`config.mk`:
```
export PLATFORM = sky130hd
export DESIGN_NAME = ipbl_cmp
export DESIGN_NICKNAME = d
export VERILOG_FILES = /design/src/hdl/ipbl_pkg.sv /design/src/hdl/ipbl_cmp.sv
export SDC_FILE = /design/constraint.sdc
export NUM_CORES = 1
export LEC_CHECK = 0
export BUFFER_PORTS_ARGS = -buffer_cell sky130_fd_sc_hd__buf_2
export CAP_MARGIN = 20
export CORE_AREA = 2 2 140 142
export DETAILED_ROUTE_END_ITERATION = 8
export DIE_AREA = 0 0 142 144
export GPL_TIMING_DRIVEN = 0
export PLACE_DENSITY = 0.52
export SLEW_MARGIN = 15
export SYNTH_ARGS = -nofsm -noshare
export SYNTH_HDL_FRONTEND = slang
export SYNTH_SLANG_ARGS = --single-unit
```
`constraint.sdc`:
```
create_clock -name vclk -period 5.05
set_input_delay 1.515 -clock vclk [all_inputs]
set_output_delay 1.515 -clock vclk [all_outputs]
set_load 0.1 [all_outputs]
```
`src/hdl/ipbl_pkg.sv`:
```
// shared types and constants of the process / ip / port blocklist matcher
`timescale 1ns / 1ps

package ipbl_pkg;

    // table geometry
    localparam int TABLE_DEPTH = 512;
    localparam int IDX_W       = (TABLE_DEPTH > 1) ? $clog2(TABLE_DEPTH) : 1;
    localparam int CNT_W       = IDX_W + 1;

    // fixed field widths
    localparam int NAME_W      = 64;
    localparam int IP_W        = 32;
    localparam int PLEN_W      = 6;
    localparam int PORT_W      = 16;
    localparam int SLOT_W      = 9;
    localparam int FULL_PREFIX = 32;

    // action codes
    localparam logic ACT_WRITE = 1'b0;
    localparam logic ACT_CHECK = 1'b1;

    // one table entry
    typedef struct packed {
        logic [NAME_W-1:0] name_high;
        logic [NAME_W-1:0] name_low;
        logic [IP_W-1:0]   net;
        logic [PLEN_W-1:0] plen;
        logic [PORT_W-1:0] port;
    } t_entry;

    // search key latched from each accepted request word
    typedef struct packed {
        logic [NAME_W-1:0] name_high;
        logic [NAME_W-1:0] name_low;
        logic [IP_W-1:0]   ip;
        logic [PORT_W-1:0] port;
    } t_key;

    // table access from the sequencer
    typedef struct packed {
        logic             we;
        logic [IDX_W-1:0] waddr;
        t_entry           wdata;
        logic             re;
        logic [IDX_W-1:0] raddr;
    } t_mem_req;

    // sequencer states
    typedef enum logic [1:0] {
        ST_CLEAR,
        ST_IDLE,
        ST_SCAN
    } t_state;

endpackage

```
`src/hdl/ipbl_cmp.sv`:
```
// shared entry compare unit: name, masked network and port
`timescale 1ns / 1ps

module ipbl_cmp
    import ipbl_pkg::*;
(
    input  t_entry i_entry,
    input  t_key   i_key,
    output logic   o_hit
);

    logic [IP_W-1:0] mask;
    logic            name_eq;
    logic            net_eq;
    logic            port_eq;

    // prefix mask, zero length covers every address
    always_comb begin
        if (i_entry.plen == '0) begin
            mask = '0;
        end else begin
            mask = {IP_W{1'b1}} << (PLEN_W'(FULL_PREFIX) - i_entry.plen);
        end
    end

    // field compares
    assign name_eq = (i_entry.name_high == i_key.name_high) &&
                     (i_entry.name_low == i_key.name_low);
    assign net_eq  = ((i_entry.net ^ i_key.ip) & mask) == '0;
    assign port_eq = (i_entry.port == i_key.port);
    assign o_hit   = name_eq && net_eq && port_eq;

endmodule

```
# ---- After elaboration in Yosys (flattened, before gate mapping)
# Cells that the tools add are included.
dict set report op_classes {
  shifts 1
  n_reduce_logical 5
  mux 1
  multipliers 0
  add_sub_neg 1
  n_bitwise 2
  n_eq_ne 3
  div 0
  order_cmp 0
}
# operator count
set ops {}
lappend ops {{$eq A64 B64 Y1} 2}
lappend ops {{$and A32 B32 Y32} 1}
lappend ops {{$logic_not A32 Y1} 1}
lappend ops {{$mux W32} 1}
lappend ops {{$shl A32 B6 Y32 const A} 1}
lappend ops {{$xor A32 B32 Y32} 1}
lappend ops {{$eq A16 B16 Y1} 1}
lappend ops {{$logic_not A6 Y1} 1}
lappend ops {{$sub A6 B6 Y6 const A} 1}
lappend ops {{$logic_and A1 B1 Y1} 3}
dict set report word_totals {
  word_cells 13
  mem_bits_rw 0
  mem_count 0
  latchBits 0
  out_inout_bits 1
  mem_bits_ro 0
  register_bits 0
  inputBits 358
}

# ---- Logic depth before layout (Yosys ltp)
# Gate-level depths: netlist of run 1.
dict set report logic_depth {
  ltp_word 7
  depth_mapped 9
  ltp_nobuf 8
}

# ---- Worst setup path before layout of run 1
# Ideal clock, no wire load.
dict set report synth_path {
  kind {input-to-output}
  start {in i_entry[17] in the netlist's numbering}
  end {out o_hit}
  arrival_ps 5276
  path_buffers 0
  required_ps 3535
  path_stages 8
  setup_slack_ps -1741
  path_cell_list {inv_1 -> ha_1 -> nor3b_2 -> xor2_2 -> o31ai_2 -> a21oi_1 -> o41a_1 -> a311oi_1}
}
dict set report synth_between {
  elab_chain_len 7
  word_cells_on_any_way 8
  cone_classes {1 x add/sub; 1 x shift; 1 x mux; 1 x bitwise; 4 x reduce/logical}
}
# item line_no
set synth_rtl {}
lappend synth_rtl {{start, declared} ipbl_cmp.sv:7} ;# input t_entry i_entry,
lappend synth_rtl {{$sub A6 B6 Y6} ipbl_cmp.sv:22} ;# mask = {IP_W{1'b1}} << (PLEN_W'(FULL_PREFIX) - i_entry.plen);
lappend synth_rtl {{$shl A32 B6 Y32} ipbl_cmp.sv:22}
lappend synth_rtl {{$mux W32 *} ipbl_cmp.sv:19} ;# if (i_entry.plen == '0) begin
lappend synth_rtl {{$and A32 B32 Y32 *} ipbl_cmp.sv:29} ;# assign net_eq = ((i_entry.net ^ i_key.ip) & mask) == '0;
lappend synth_rtl {{$logic_not A32 Y1 *} ipbl_cmp.sv:29}
lappend synth_rtl {{$logic_and A1 B1 Y1 * (2 in series)} ipbl_cmp.sv:31} ;# assign o_hit = name_eq && net_eq && port_eq;
lappend synth_rtl {{end, declared} ipbl_cmp.sv:9} ;# output logic o_hit
# Mark *: on every way between the ends. The rest lies on a longest branch, timed or not.

# ---- Worst setup path after layout of run 1
dict set report layout_path {
  start {in i_entry[16] in the netlist's numbering}
  end {out o_hit}
}
# The elaborated chain is that of the path after synthesis.

==> flow_summary.toml, run 1 <==
[status]
status = "complete, but fails checks"
violations = "negative setup slack"

[layout]
flops_and_latches = 0
clkbuf_count = 0
final_util = 0.2446
fillers = 2141
regArea_um2 = 0
areaGrowthSynthToFinish_pct = 101.7
mostFrequentLayoutCells = "buf_2, xor2_1, xnor2_1"
layout_commonest_cell = "buf_2"
nNetsFinal = 1024
instances_no_fill = 899
layout-drive-gt1-share = 0.5879
stdcell_area_um2 = 4667

[routing]
vias = 3398
via_per_inst = 3.780
drt_iter0_markers = 76
first_pass_iters = 5
ant_nets = 0
drcViolationCount = 0
wire_per_inst_um = 13.04
routed_wl_um = 11720

[sta]
period_minus_slack_ns = 5.067
relSlewSlack = 0.6390
hold_slack_ns = 3.677
post-route-period-util = 1.003
fin_setup_tns_ns = -0.01673
rsz0062_at_grt = "true"
setup_viol = 1
timing.fmax_ghz = 0.1974
worst_slew_pin_slew_ns = 0.5358
finalHoldViolCount = 0
fin_ws_ns = -0.01673
maxSlewViolCount = 0

[setup_path]
worstSetupEndpointType = "output pin"
worstSetupPathType = "in -> out"
critical_path_required_ns = 3.54
worstSetupStartpointType = "input port"
arrival_ns = 3.55
cp_max_fo = 5
crit_path_start = "i_entry[16]"

[worst_hold_path]
hp-class = "in -> out"
whs_endpoint = "o_hit"
hold_path_depth = 7
hold_start = "i_entry[115]"

[floorplanning]
coreArea_um2 = 19080
rows = 51
die_x_um = 142
fp.dieH_um = 144
io_pins = 359
initial_utilization = 0.1213
dieArea_um2 = 20450

[power_and_ir_drop]
p_per_area_nw_per_um2 = 77.15
leakage_nw = 2.351
power_uw = 360.0
vdd_ir_drop_max_mv = 0.03336

[place]
post-place-ws_ns = -0.5640
dp_hpwl_um = 10980
place_area_um2 = 4444
port_buffers = 359
place_inst = 890
gp_congestion = 0.8055

[global_routing]
grt_pass1_wl_um = 16040
grt_max_degree = 8
grtUsageTotal = 0.09974
grt_pass1_vias = 3164
antenna_found_initial = 1
grt_remaining_overflow = 0

[logic_synthesis]
synthCells = 293
synth_nets = 655
yosys.cell_types.count = 29
syn_area_um2 = 2313
avgSynthCellArea_um2 = 7.896
yosysWarnings = 0
ys_seq_area_frac = 0

[run]
maxCapViolations = 0
-- Yosys cell counts (2+ instances only) --
cell type	count	area [µm²]
xor2_1	144	1261
a21oi_1	6	30.03
nor2_1	5	18.77
a31oi_1	3	18.77
nand3_1	6	30.03
o22ai_1	4	25.02
o31ai_1	3	22.52
xor2_2	2	32.53
inv_1	4	15.01
nor4_1	36	225.2
xnor2_1	35	306.5
o21ai_0	8	40.04
nor3_1	6	30.03
ha_1	4	50.05
nand4_1	13	81.33
-- repair_timing --
action / CTS / global route
pin swaps: 7 / 5
setup buffers: 7 / 1
hold buffers: 0 / 0
gates resized for setup: 27 / 8
setup endpoints to repair: 1 / 1
-- critical path, cell delays in order --
cell	delay [ns]
buf_8	0.10
inv_6	0.05
ha_4	0.17
nor3b_4	0.29
xor2_4	0.16
o31ai_4	0.26
a21oi_1	0.09
o41a_1	0.42
a311oi_4	0.28
buf_12	0.22
-- cell type report --
cell class                      count  area [µm²]  area share
Tap cell                          238       297.8     0.06381
Inverter                            4       25.02    0.005362
Buffer                              1       11.26    0.002413
Multi-Input combinational cell    288        2435      0.5217
Timing Repair Buffer              367        1896      0.4062
Antenna cell                        1       2.502   0.0005362
-- routing by layer --
layer	up-vias	track usage	wire length, µm
li1	1778	-	-
met5	-	0	0
met2	198	0.1963	6075
met3	4	0.006954	967
met1	1418	0.1230	4634
met4	0	0.006842	45
-- worst max path at each step --
stage / endpoint / slack [ns] / depth (start not counted)
4_1_cts: o_hit / -0.09 / 10
6_report: o_hit / -0.02 / 10
3_5_place_dp: o_hit / -0.56 / 8
2_1_floorplan: o_hit / -0.31 / 8
5_1_grt: o_hit / -0.13 / 10
3_3_place_gp: o_hit / -0.60 / 8
-- kinds of logic after synthesis --
family	after synthesis	share of synthesized area
XOR/XNOR	181	0.6917
AND/OR/NAND/NOR	70	0.1817
AO/OA/AOI/OAI	32	0.09086
adder cells (fa/ha/maj)	5	0.02596
buffers and inverters	5	0.009734
-- power breakdown --
part           internal [mW]  switching, mW     total, mW
Combinational          0.199          0.161         0.360
Clock           0.0000000265              0  0.0000000265
Sequential                 0              0             0
No activity file was read; power rests on OpenSTA's default activity.
==> run 2, diff against run 1 <==
==> constraint.sdc (replaced) <==
create_clock -name vclk -period 5.05
set_input_delay 1.01 -clock vclk [all_inputs]
set_output_delay 1.01 -clock vclk [all_outputs]
set_load 0.1 [all_outputs]
==> run 2 against run 1 <==
Effect of this change: the run now ends clean; design area is 5.4% lower; setup slack better by 0.55 ns; sequential share of layout area stayed put; critical path type unchanged; wire length is 0.37% lower; global-route usage is 0.18 points lower.
==> flow_summary.toml, run 2 (synthesized netlist as in run 1, its figures left out) <==
[global_routing]
grt_remaining_overflow = 0
grtUsageTotal = 0.09799
grt_pass1_vias = 3145
antenna_found_initial = 4
grt_max_degree = 11
grt_pass1_wl_um = 15660

[power_and_ir_drop]
pwr-share-seq = 0
vdd_ir_drop_max_mv = 0.03140
leakage_nw = 2.264
switching_share = 0.4470
p_comb_frac = 1.000
p_int_uw = 185.9
p_per_area_nw_per_um2 = 76.12
pwr-share-clk = 0
p_switching_uw = 150.3

[worst_hold_path]
hold_start = "i_entry[151]"
hp-class = "in -> out"
whs_endpoint = "o_hit"
hold_path_depth = 7

[place]
dp_hpwl_um = 11120
place_inst = 890
place_area_um2 = 4414
port_buffers = 359
gp_congestion = 0.8216

[layout]
clkbuf_count = 0
layout-drive-gt1-share = 0.5613
layout_commonest_cell = "buf_2"
stdcell_area_um2 = 4417
instances_no_fill = 891
regArea_um2 = 0
areaGrowthSynthToFinish_pct = 90.91
nNetsFinal = 1016
mostFrequentLayoutCells = "buf_2, xor2_1, nor4_1"
flops_and_latches = 0

[setup_path]
worstSetupPathType = "in -> out"
critical_path_required_ns = 4.04
worstSetupEndpointType = "output pin"
arrival_ns = 3.50
worstSetupStartpointType = "input port"
cp_max_fo = 10

[routing]
first_pass_iters = 4
ant_nets = 0
drcViolationCount = 0
vias = 3371
drt_iter0_markers = 41
wire_per_inst_um = 13.11
top_layer_used = "met5"
via_per_inst = 3.783
routed_wl_um = 11680
dr_wl_met2_um = 5673
drt-met1-wl_um = 4842
wl_met3_um = 1122

[status]
status = "complete, no violations"

[floorplanning]
coreArea_um2 = 19080
io_pins = 359
initial_utilization = 0.1213
dieArea_um2 = 20450
rows = 51
die_x_um = 142
fp.dieH_um = 144

[sta]
worst_slew_pin_slew_ns = 0.6110
rsz0062_at_grt = "false"
maxSlewViolCount = 0
finalHoldViolCount = 0
post-route-period-util = 0.8938
period_minus_slack_ns = 4.514
fin_setup_tns_ns = 0
hold_slack_ns = 2.738
relSlewSlack = 0.5889
timing.fmax_ghz = 0.2215
setup_viol = 0

[clocking]
cts_hold_buffers = 0
cts_setup_buffers = 0
cts_resized = 0

[run]
maxCapViolations = 0
run 2: cell types whose count changed in the layout (fill, tap and decap cells not counted), moves of 2 or more:
cell / previous run / this run
inv_1: 2 / 4
ha_1: 2 / 4
buf_2: 356 / 359
buf_4: 7 / 1
nor4_1: 30 / 36
inv_6: 2 / 0
buf_6: 2 / 0
nor4_2: 5 / 0
buf_8: 2 / 0
run 2: final cells by class:
type               instances  area, µm²
plain buffers              1      7.507
repair buffers           359       1797
inverters                  4      15.01
well taps                238      297.8
multi-input cells        288       2297
fillers                 2157      14660
diodes                     1      2.502
run 2: worst max-delay path, cell delays in order:
cell	delay, ns
buf_2	0.13
inv_1	0.07
ha_1	0.26
xnor2_1	0.26
buf_4	0.22
a31oi_1	0.06
o31ai_1	0.31
a31oi_1	0.13
o41a_1	0.34
a311oi_2	0.24
buf_2	0.47
run 2: through the flow:
| step | util | total power [mW] | setup WS (ns) |
|---|---|---|---|
| after global routing | 0.2314 | 0.3733 | 0.3021 |
| after floorplan | - | 0.1431 | 0.2113 |
| after detailed placement | 0.2314 | 0.3388 | 0.5164 |
| after global placement | 0.2314 | 0.3355 | 0.5468 |
| after CTS | 0.2314 | 0.3409 | 0.5110 |
| final | 0.2315 | 0.3362 | 0.5362 |
run 2: how the worst max path moves through the flow:
stage	end	cells past startpoint	from	slack (ns)
final	o_hit	11	i_entry[16]	0.54
after CTS	o_hit	11	i_entry[16]	0.51
after floorplan	o_hit	8	i_entry[17]	0.21
after global routing	o_hit	11	i_entry[16]	0.30
after detailed placement	o_hit	11	i_entry[16]	0.52
after global placement	o_hit	11	i_entry[16]	0.55
run 2: metal layers:
metal  global-route usage  vias to the layer above
li1                     -                     1764
met5                    0                        -
met3              0.01987                        4
met1               0.1212                     1416
met2               0.1841                      185
met4             0.003158                        2
run 2: power groups by stage:
stage                     registers [mW]  logic [mW]  clock network [mW]
final                                  0       0.336        0.0000000265
after global routing                   0       0.373                   0
after CTS                              0       0.341                   0
after detailed placement               0       0.339                   0
after global placement                 0       0.336                   0
after floorplan                        0       0.143                   0
