File: src/hdl/ipbl_pkg.sv
// shared types and constants of the process / ip / port blocklist matcher
`timescale 1ns / 1ps

package ipbl_pkg;

    // table geometry
    localparam int TABLE_DEPTH = 512;
    localparam int IDX_W       = (TABLE_DEPTH > 1) ? $clog2(TABLE_DEPTH) : 1;
    localparam int CNT_W       = IDX_W + 1;

    // fixed field widths
    localparam int NAME_W      = 64;
    localparam int IP_W        = 32;
    localparam int PLEN_W      = 6;
    localparam int PORT_W      = 16;
    localparam int SLOT_W      = 9;
    localparam int FULL_PREFIX = 32;

    // action codes
    localparam logic ACT_WRITE = 1'b0;
    localparam logic ACT_CHECK = 1'b1;

    // one table entry
    typedef struct packed {
        logic [NAME_W-1:0] name_high;
        logic [NAME_W-1:0] name_low;
        logic [IP_W-1:0]   net;
        logic [PLEN_W-1:0] plen;
        logic [PORT_W-1:0] port;
    } t_entry;

    // search key latched from each accepted request word
    typedef struct packed {
        logic [NAME_W-1:0] name_high;
        logic [NAME_W-1:0] name_low;
        logic [IP_W-1:0]   ip;
        logic [PORT_W-1:0] port;
    } t_key;

    // table access from the sequencer
    typedef struct packed {
        logic             we;
        logic [IDX_W-1:0] waddr;
        t_entry           wdata;
        logic             re;
        logic [IDX_W-1:0] raddr;
    } t_mem_req;

    // sequencer states
    typedef enum logic [1:0] {
        ST_CLEAR,
        ST_IDLE,
        ST_SCAN
    } t_state;

endpackage

File: src/hdl/ipbl_ctrl.sv
// sequencer: clearing pass, table writes, in-order scan and result register
`timescale 1ns / 1ps

module ipbl_ctrl
    import ipbl_pkg::*;
(
    input  logic              i_clk,
    input  logic              i_rst_n,
    input  logic              i_valid,
    output logic              o_stall,
    input  logic              i_action,
    input  logic [SLOT_W-1:0] i_entry_index,
    input  logic [NAME_W-1:0] i_name_high,
    input  logic [NAME_W-1:0] i_name_low,
    input  logic [IP_W-1:0]   i_dest_ip,
    input  logic [PLEN_W-1:0] i_prefix_len,
    input  logic [PORT_W-1:0] i_dest_port,
    output logic              o_valid,
    input  logic              i_stall,
    output logic              o_blocked,
    output logic [SLOT_W-1:0] o_match_index,
    output t_mem_req          o_req,
    output t_key              o_key,
    input  logic              i_hit
);

    localparam logic [IDX_W-1:0] LAST_IDX = IDX_W'(TABLE_DEPTH - 1);

    t_state            r_state, n_state;
    logic [CNT_W-1:0]  r_addr, n_addr;
    logic              r_pend, n_pend;
    logic [IDX_W-1:0]  r_pidx;
    t_key              r_key;
    logic              r_out_valid, n_out_valid;
    logic              r_blocked, n_blocked;
    logic [SLOT_W-1:0] r_match_idx, n_match_idx;

    logic              in_acc;
    logic              out_acc;
    logic              in_range;
    logic              scan_done;
    logic [PLEN_W-1:0] plen_sat;

    // handshake
    assign o_stall   = !((r_state == ST_IDLE) && !r_out_valid);
    assign in_acc    = i_valid && !o_stall;
    assign out_acc   = r_out_valid && !i_stall;
    assign in_range  = 32'(i_entry_index) < TABLE_DEPTH;
    assign scan_done = r_pend && (i_hit || (r_pidx == LAST_IDX));
    assign plen_sat  = (i_prefix_len > PLEN_W'(FULL_PREFIX)) ?
                       PLEN_W'(FULL_PREFIX) : i_prefix_len;

    // next state
    always_comb begin
        n_state = r_state;
        case (r_state)
            ST_CLEAR: begin
                if (r_addr[IDX_W-1:0] == LAST_IDX) begin
                    n_state = ST_IDLE;
                end
            end
            ST_IDLE: begin
                if (in_acc && (i_action == ACT_CHECK)) begin
                    n_state = ST_SCAN;
                end
            end
            ST_SCAN: begin
                if (scan_done) begin
                    n_state = ST_IDLE;
                end
            end
            default: n_state = ST_CLEAR;
        endcase
    end

    // table port and counters
    always_comb begin
        o_req       = '0;
        n_addr      = r_addr;
        n_pend      = 1'b0;
        n_out_valid = r_out_valid && !out_acc;
        n_blocked   = r_blocked;
        n_match_idx = r_match_idx;
        case (r_state)
            ST_CLEAR: begin
                o_req.we    = 1'b1;
                o_req.waddr = r_addr[IDX_W-1:0];
                n_addr      = (r_addr[IDX_W-1:0] == LAST_IDX) ? '0 : r_addr + 1'b1;
            end
            ST_IDLE: begin
                n_addr = '0;
                if (in_acc) begin
                    if (i_action == ACT_WRITE) begin
                        o_req.we    = in_range;
                        o_req.waddr = IDX_W'(i_entry_index);
                        o_req.wdata = '{name_high: i_name_high, name_low: i_name_low,
                                        net: i_dest_ip, plen: plen_sat,
                                        port: i_dest_port};
                        n_out_valid = 1'b1;
                        n_blocked   = 1'b0;
                        n_match_idx = '0;
                    end
                end
            end
            ST_SCAN: begin
                o_req.re    = (r_addr < CNT_W'(TABLE_DEPTH)) && !scan_done;
                o_req.raddr = r_addr[IDX_W-1:0];
                if (o_req.re) begin
                    n_addr = r_addr + 1'b1;
                end
                n_pend = o_req.re;
                if (scan_done) begin
                    n_out_valid = 1'b1;
                    n_blocked   = i_hit;
                    n_match_idx = i_hit ? SLOT_W'(r_pidx) : '0;
                end
            end
            default: begin
                n_addr = '0;
            end
        endcase
    end

    // control registers
    always_ff @(posedge i_clk) begin
        if (!i_rst_n) begin
            r_state     <= ST_CLEAR;
            r_addr      <= '0;
            r_pend      <= 1'b0;
            r_out_valid <= 1'b0;
        end else begin
            r_state     <= n_state;
            r_addr      <= n_addr;
            r_pend      <= n_pend;
            r_out_valid <= n_out_valid;
        end
    end

    // payload registers
    always_ff @(posedge i_clk) begin
        r_pidx      <= o_req.raddr;
        r_blocked   <= n_blocked;
        r_match_idx <= n_match_idx;
        if (in_acc) begin
            r_key <= '{name_high: i_name_high, name_low: i_name_low,
                       ip: i_dest_ip, port: i_dest_port};
        end
    end

    assign o_key         = r_key;
    assign o_valid       = r_out_valid;
    assign o_blocked     = r_blocked;
    assign o_match_index = r_match_idx;

endmodule

File: config.mk
export PLATFORM = sky130hd
export DESIGN_NAME = ipbl_ctrl
export DESIGN_NICKNAME = d
export VERILOG_FILES = /design/src/hdl/ipbl_pkg.sv /design/src/hdl/ipbl_ctrl.sv
export SDC_FILE = /design/constraint.sdc
export NUM_CORES = 1
export LEC_CHECK = 0
export ABC_AREA = 0
export BUFFER_PORTS_ARGS = -buffer_cell sky130_fd_sc_hd__buf_4
export CORE_AREA = 4 4 226 228
export CTS_BUF_LIST = sky130_fd_sc_hd__clkbuf_8
export DETAILED_ROUTE_END_ITERATION = 8
export DIE_AREA = 0 0 230 232
export GPL_TIMING_DRIVEN = 0
export PLACE_DENSITY = 0.46
export SYNTH_ARGS = -nofsm -noshare
export SYNTH_HDL_FRONTEND = slang
export SYNTH_SLANG_ARGS = --single-unit
File: constraint.sdc
create_clock -name i_clk -period 5.3 [get_ports i_clk]
set_input_delay 1.06 -clock i_clk [delete_from_list [all_inputs] [get_ports i_clk]]
set_output_delay 1.06 -clock i_clk [all_outputs]
set_load 0.01 [all_outputs]
== After elaboration in Yosys (flattened, before gate mapping) ==
Index checks and enable logic that the tools add are counted.

* Magnitude comparators: 2
* Reductions and logical operators: 18
* $add $sub $neg: 1
* Muxes and demuxes: 26
* Equality and inequality tests: 10

{| class="wikitable"
|+ Operators with widths
! operator !! count
|-
| 192-bit two-way mux || 2
|-
| 182-bit two-way mux || 1
|-
| 10-bit case mux with 2 select lines || 2
|-
| 9-bit two-way mux || 4
|-
| 10-bit two-way mux || 3
|-
| 9-bit == test (second input constant) || 2
|-
| 9-bit case mux with 2 select lines || 1
|-
| 10-bit by 1-bit adder with 10-bit output (second input constant) || 1
|-
| 10-bit less-than comparator (second input constant) || 1
|-
| 2-bit inequality test (second input constant) || 5
|-
| 1-bit logical AND || 7
|-
| 6-bit greater-than comparator (second input constant) || 1
|-
| 1-bit two-way mux || 6
|-
| 2-bit two-way mux || 3
|-
| 6-bit two-way mux || 1
|-
| 2-bit case mux with 3 select lines || 1
|-
| 1-bit zero test || 5
|-
| 1-bit case mux with 2 select lines || 2
|-
| 4-bit AND reduction || 1
|-
| 3-bit AND reduction || 1
|-
| 2-bit by 1-bit == test with 1-bit output (second input constant) || 1
|-
| 2-bit == test (second input constant) || 1
|-
| 2-bit zero test || 1
|-
| 2-bit by 1-bit inequality test with 1-bit output (second input constant) || 1
|-
| 3 further kinds || 3
|}

* Bits of input ports: 197
* Output and inout port bits: 390
* Bits in registers: 209

== Longest topological paths before layout ==
Gate-level depths: netlist of the first run.

* Depth in word-level cells: 7
* Gate-level depth with buffers: 9
* Mapped depth without buffers: 9

== Least setup slack after synthesis of the first run ==
OpenSTA, ideal clock, no wires.

* Path type: input to register
* Start point: input i_valid
* End point: register r_key (netlist bit o_key[0]), enable pin
* Slack: 0.186 ns
* Data arrival time: 4.587 ns
* Required time: 4.772 ns
* Path buffers: 0
* Stages: 2
* Library setup time: 0.528 ns
* Path through: nand3b_1 > inv_1

* Longest elaborated chain between the ends: 1

{| class="wikitable"
|+ Ends and longest elaborated chain
! what !! RTL line !! source
|-
| from (decl) || ipbl_ctrl.sv:9 || <nowiki>input logic i_valid,</nowiki>
|-
| 1-bit logical AND || ipbl_ctrl.sv:46 || <nowiki>assign in_acc = i_valid && !o_stall;</nowiki>
|-
| net in_acc || ipbl_ctrl.sv:38 || <nowiki>logic in_acc;</nowiki>
|-
| to (signal assigned) || ipbl_ctrl.sv:145 || <nowiki>r_key <= '{name_high: i_name_high, name_low: i_name_low,</nowiki>
|-
| to (decl) || ipbl_ctrl.sv:33 || <nowiki>t_key r_key;</nowiki>
|}

The timed path passes the listed nets, and every way through them passes these cells.
A chain may end at the register's enable or synchronous reset.

==> summary.txt, run 1 <==
outcome -> finished clean
TritonCTS buffer count -> 40
post-synthesis sequential area ratio -> 74.8%
leading area contributor after synthesis -> edfxtp_1
antenna viol nets, final -> 0
post-synthesis mux area share -> 0%
core area -> 0.0488 mm²
internal power -> 2.89 mW
Worst setup EP type -> output pin
Net Sw Frac -> 24.0%
static leakage power -> 6.20 nW
Post-Synth XOR/XNOR Area -> 0.108%
initial antenna violation count -> 3
CTS tree -> yes
Tot GR Track Use -> 12.7%
drt total wl -> 36,300 µm
hold slack -> 0.520 ns
Syn Area/Cell -> 15.0 µm²
DIE AREA -> 0.0534 mm²
Initial Utilization -> 16.6%
initial DRC count -> 306
layout cells sized above 1 -> 54.2%
Synthesized Nets -> 742
post-synthesis register bit count -> 209
Max-Cap Viols -> 0
Syn Inst Count -> 538
r2r worst-path depth -> 6
post-synth top area share -> 69.1%
Least-Margin Pin Slew -> 0.714 ns
Synth Area in Simple Gates -> 19.0%
placer congestion estimate -> 0.803
Skew-Pair Late Insertion Delay -> 0.57 ns
post-synth cell types -> 41
Post-synth EDFFs -> 186
CTS Root Cell -> clkbuf_8
FF-to-FF Start -> r_state[1]
worst-path maximum fanout -> 10
part of the cycle the worst path needs -> 85.9%
Clock power frac -> 40.1%
final hold vios -> 0
Die W -> 230 µm
Worst Hold Class -> reg -> reg
CTS max path bufs -> 3
Routed WL per cell -> 19.6 µm
sequential share of power -> 49.5%
post-synthesis cell area -> 0.00809 mm²
postcts setup bufs -> 0
Pwr Total -> 3.80 mW
Rows -> 81
Vias/cell -> 3.69
ys flop type -> edfxtp_1
NetSw -> 0.913 mW
Final Max Tran Viols -> 0
min cycle time layout -> 4.55 ns
router iterations before antenna repair -> 4
Compound-Gate Fraction of Synth Area -> 3.42%
Die H -> 232 µm
vias in the first global route -> 7,085
Critical R2R Capture -> o_match_index[3]
IO Count -> 587
top area cells in the synthesized netlist -> edfxtp_1, and2_1, dfxtp_1, clkbuf_1, ha_1
Via Count -> 6,846
Port Buffers -> 586
Final setup violation count -> 0
H-tree depth -> 2
Hold Crit Depth -> 2
YS warnings -> 0
FMAX -> 0.220 GHz
worst slack after detailed placement -> 0.755 ns
GR Overflow Total -> 0
first-pass GRT wire length -> 49,900 µm
post-CTS sizing -> 0
clk slew on worst S/H paths -> 0.06 ns
Comb power frac -> 10.4%
PD cells -> 270 mW/mm²
CP Class -> reg -> out
Post-CTS Hold Fix Bufs -> 0
largest family of logic cells by synthesized area -> simple AND/OR/NAND/NOR gates
Worst Path Required -> 4.24 ns
Layout area overhead -> 74.3%
utilization after layout -> 28.9%
DRC viols -> 0
Max-slew headroom -> 52.4%
Peak VDD IR -> 112 µV
CTS sink count -> 209
skew final -> 0.0146 ns
startpoint type of the worst setup path -> flip-flop
asr flop ratio synth -> 0%
ant diodes -> 0
post-DP HPWL -> 29,200 µm
HP Start -> r_addr[9]
setup ws final -> 0.746 ns
Hold Path Sink -> r_addr[9]
r2r setup slk -> 2.49 ns
CP arrival -> 3.49 ns
# nets final -> 1,371
post-synthesis adder-cell area fraction -> 1.08%
largest net degree at the start of global routing -> 92
RSZ-0062 raised after global routing -> false
[worst max-delay path by stage]
| stage | start | endpoint | slack [ns] | cells after the start |
|---|---|---|---|---|
| finish | r_state[1] | o_req[128] | 0.75 | 8 |
| global route | r_state[1] | o_req[128] | 0.35 | 8 |
| CTS | r_state[1] | o_req[123] | 0.52 | 8 |
| detailed placement | i_valid | o_req[123] | 0.76 | 7 |
| global placement | i_valid | o_key[110] | -1.87 | 3 |
| floorplan | i_valid | o_key[0] | 0.19 | 2 |
[metrics by stage]
stage                     std cells  setup TNS (ns)  instance area [µm²]
after floorplan                 538               0                 8090
after global placement         1788         -325.09                13300
after detailed placement       1789               0                13400
after CTS                      1857               0                14100
after global routing           1857               0                14100
final                          1857               0                14100
[cells by family (layout without fill, tap and decap cells)]
logic type / count (synthesis) / count (layout)
buffers and inverters: 33 / 688
AOI/OAI and AO/OA: 35 / 35
and+or+nand+nor: 253 / 253
xor gates and xnor gates: 1 / 1
DFF: 209 / 209
adders and majority gates: 7 / 7
[flip-flops by register name, summed over array words and instances, names as in the netlist]
| name | cells |
|---|---|
| r_pidx | 9 |
| r_state | 2 |
| r_pend | 1 |
| o_blocked | 1 |
| r_addr | 10 |
| o_match_index | 9 |
| o_key | 176 |
| o_valid | 1 |
[worst max-delay path, cell delays in order, from the launching register on]
cell and delay (ns):
dfxtp_1 0.35, inv_1 0.11, ha_1 0.25, nand3b_1 0.25
nor2_2 0.59, buf_2 0.46, clkbuf_1 0.57, and2_1 0.22
buf_4 0.13
[power by group through the flow]
stage               registers [mW]  logic [mW]  clock network (mW)
floorplan                     1.94      0.0912                   0
global placement              1.93       0.401                   0
detailed placement            1.91       0.406                   0
CTS                           1.88       0.407                1.63
global route                  1.88       0.429                1.70
finish                        1.88       0.396                1.52
[area by class of cell]
class / count / area (µm²)
timing repair buffer: 587 / 4430
sequential: 209 / 6050
tap: 664 / 831
multi-input combinational: 296 / 1910
inverter: 6 / 30.0
fill: 5090 / 34800
clock inverter: 26 / 164
clock buffer: 42 / 578
buffer: 27 / 105
[synthesized netlist by cell type, drive strengths merged (2+ instances only)]
master,instances
a21boi,4
a21oi,3
a22o,9
and2,194
and3,11
buf,3
clkbuf,24
dfxtp,23
edfxtp,186
ha,7
inv,6
nand2,12
nand3,6
nand3b,4
nand4,4
nor2,8
nor2b,3
nor3,2
o211ai,5
o21a,2
o21ai,2
o31ai,3
or2,2
or4,4
[placed cells by master (no fill, tap or decap), drive strengths merged, types with 3 or more instances in the layout]
cell type and count:
buf 590, nand3 6, a22o 9, and3 11, or4 4, inv 20
ha 7, nand4 4, a21oi 3, and2 194, nand3b 4, o211ai 5
a21boi 4, dfxtp 23, clkbuf 66, nor2 8, edfxtp 186, o31ai 3
clkinv 9, nand2 12, nor2b 3
[routing by layer]
metal	GRT usage, %	share of wire (%)
met1	13.4	36
met4	5.31	3.6
met3	5.05	9.8
met5	0	0
met2	22.6	51
Power figures use the tool's default switching activity.
==> inputs of run 2 (changes only) <==
PLACE_DENSITY = 0.48   (was 0.46)
SLEW_MARGIN = 30   (was not set)
==> run 2 against run 1 <==
  * Cell count up 0.59%
  * Clock-buffer cell count unchanged
  * Die area unchanged
  * Worst hold slack worse by 0.0054 ns
  * Sequential power about the same
  * Non-clock buffer count up 1
  * Via count up 1.0%
  * Register-to-register slack worse by 0.10 ns
  * Design area up 0.33%
  * Sequential share of layout area down 0.14 points
  * Critical path type unchanged
==> summary.txt, run 2 (synthesized netlist as in run 1, its figures left out) <==
Post-CTS Hold Fix Bufs -> 0 (unchanged)
CTS sink count -> 209 (unchanged)
worst-path maximum fanout -> 10 (unchanged)
layout cells sized above 1 -> 53.7% (-0.53 points)
RSZ-0062 raised after global routing -> false
CP Launch Point -> r_state[1]
Peak VDD IR -> 145 µV (+30%)
CTS max path bufs -> 3 (unchanged)
Final Max Tran Viols -> 0 (unchanged)
setup ws final -> 0.624 ns (-0.122 ns)
Final setup violation count -> 0 (unchanged)
r2r worst-path depth -> 6 (unchanged)
Max-Cap Viols -> 0 (unchanged)
FMAX -> 0.214 GHz (-2.6%)
CP endpoint -> o_req[136]
FF-to-FF Start -> r_state[1]
Routed WL per cell -> 19.5 µm (-0.59%)
Die H -> 232 µm (unchanged)
clk slew on worst S/H paths -> 0.05 ns (about the same)
Max-slew headroom -> 54.7% (+2.3 points)
Skew-Pair Late Insertion Delay -> 0.60 ns (+0.03 ns)
startpoint type of the worst setup path -> flip-flop
DRC viols -> 0 (unchanged)
largest net degree at the start of global routing -> 91 (-1.1%)
CP Class -> reg -> out
PD cells -> 269 mW/mm² (-0.28%)
CTS Root Cell -> clkbuf_8
postcts setup bufs -> 0 (unchanged)
Initial Utilization -> 16.6% (unchanged)
Tot GR Track Use -> 12.7% (-0.035 points)
most common cell after layout, fill and taps aside -> buf_4
outcome -> finished clean
worst slack after detailed placement -> 0.604 ns (-0.151 ns)
post-CTS sizing -> 0 (unchanged)
post-DP HPWL -> 29,100 µm (-0.17%)
first-pass GRT wire length -> 50,000 µm (+0.17%)
# nets final -> 1,374 (+0.22%)
Via Count -> 6,915 (+1.0%)
CP arrival -> 3.62 ns (+0.13 ns)
placer congestion estimate -> 0.845 (+5.3%)
most frequent cells in the layout -> buf_4, and2_1, edfxtp_1, clkbuf_8, inv_1
part of the cycle the worst path needs -> 88.2% (+2.3 points)
Layout area overhead -> 74.9%
Pwr Total -> 3.80 mW (about the same)
Least-Margin Pin Slew -> 0.679 ns (-0.0347 ns)
r2r setup slk -> 2.39 ns (-0.10 ns)
skew final -> 0.0282 ns (+0.0136 ns)
Critical R2R Capture -> o_match_index[3]
drt total wl -> 36,300 µm (unchanged)
Die W -> 230 µm (unchanged)
GR Overflow Total -> 0 (unchanged)
H-tree depth -> 2 (unchanged)
IO Count -> 587 (unchanged)
initial DRC count -> 448 (+46%)
static leakage power -> 6.28 nW (+1.2%)
Rows -> 81 (unchanged)
antenna viol nets, final -> 0 (unchanged)
initial antenna violation count -> 2 (-1)
core area -> 0.0488 mm² (unchanged)
CTS tree -> yes
TritonCTS buffer count -> 42 (+5.0%)
vias in the first global route -> 7,098 (+0.18%)
Worst setup EP type -> output pin
Largest register FFs -> 176 (unchanged)
router iterations before antenna repair -> 4 (unchanged)
Worst Path Required -> 4.24 ns (about the same)
Worst Hold Class -> reg -> reg
min cycle time layout -> 4.68 ns (+0.122 ns)
final hold vios -> 0 (unchanged)
Vias/cell -> 3.70 (+0.41%)
Port Buffers -> 586 (unchanged)
DIE AREA -> 0.0534 mm² (unchanged)
[run 2: cell count changes in the layout (fill, tap and decap cells not counted), moves of 2 or more]
cell / change
clkinv_1: -4
clkinv_2: -2
inv_1: +15
inv_8: +2
[run 2: layout make-up]
type / count / area [µm²]
antenna: 1 / 2.50
clock inverter: 35 / 180
timing repair buffer: 588 / 4450
clock buffer: 42 / 578
sequential: 209 / 6050
buffer: 27 / 105
tap: 664 / 831
fill: 5123 / 34700
multi-input combinational: 296 / 1910
inverter: 6 / 30.0
[run 2: layer usage]
layer	share of wire [%]	wire length (µm)	vias to the layer above	global-route usage (%)
met5	0	0	-	0
met2	51	18400	335	22.1
met4	2.1	777	0	3.65
met1	38	13800	3342	14.3
li1	-	-	3189	-
met3	9.3	3380	49	5.02
[run 2: worst min path at each step]
stage | startpoint | endpoint | slack [ns] | cells after the start
floorplan | r_addr[8] | r_addr[8] | 0.47 | 2
global placement | r_state[1] | r_state[1] | 0.51 | 2
detailed placement | r_state[1] | r_state[1] | 0.51 | 2
CTS | r_state[1] | r_state[1] | 0.52 | 2
global route | r_state[1] | r_state[1] | 0.57 | 2
finish | r_state[1] | r_state[1] | 0.51 | 2
[run 2: per-stage QoR]
| stage | TNS (ns) | cells | utilization, % | instance area [µm²] | hold slack [ns] |
|---|---|---|---|---|---|
| finish | 0 | 1868 | 28.9 | 14100 | 0.515 |
| global route | 0 | 1867 | 28.9 | 14100 | 0.567 |
| CTS | 0 | 1867 | 28.9 | 14100 | 0.521 |
| detailed placement | 0 | 1790 | 27.4 | 13400 | 0.510 |
| global placement | -349.57 | 1788 | 27.3 | 13300 | 0.507 |
| floorplan | 0 | 538 | - | 8090 | 0.469 |
[run 2: critical path, cell delays in order, from the launching register on]
cell	delay (ns)
dfxtp_1	0.34
inv_1	0.12
ha_1	0.25
nand3b_1	0.29
nor2_2	0.62
buf_2	0.48
clkbuf_1	0.55
and2_1	0.22
buf_4	0.15
[run 2: power by group]
part           internal (mW)  total [mW]  switching [mW]
clock network          0.793        1.52           0.729
registers               1.86        1.88          0.0227
logic                  0.205       0.400           0.195
total                   2.85        3.80           0.947
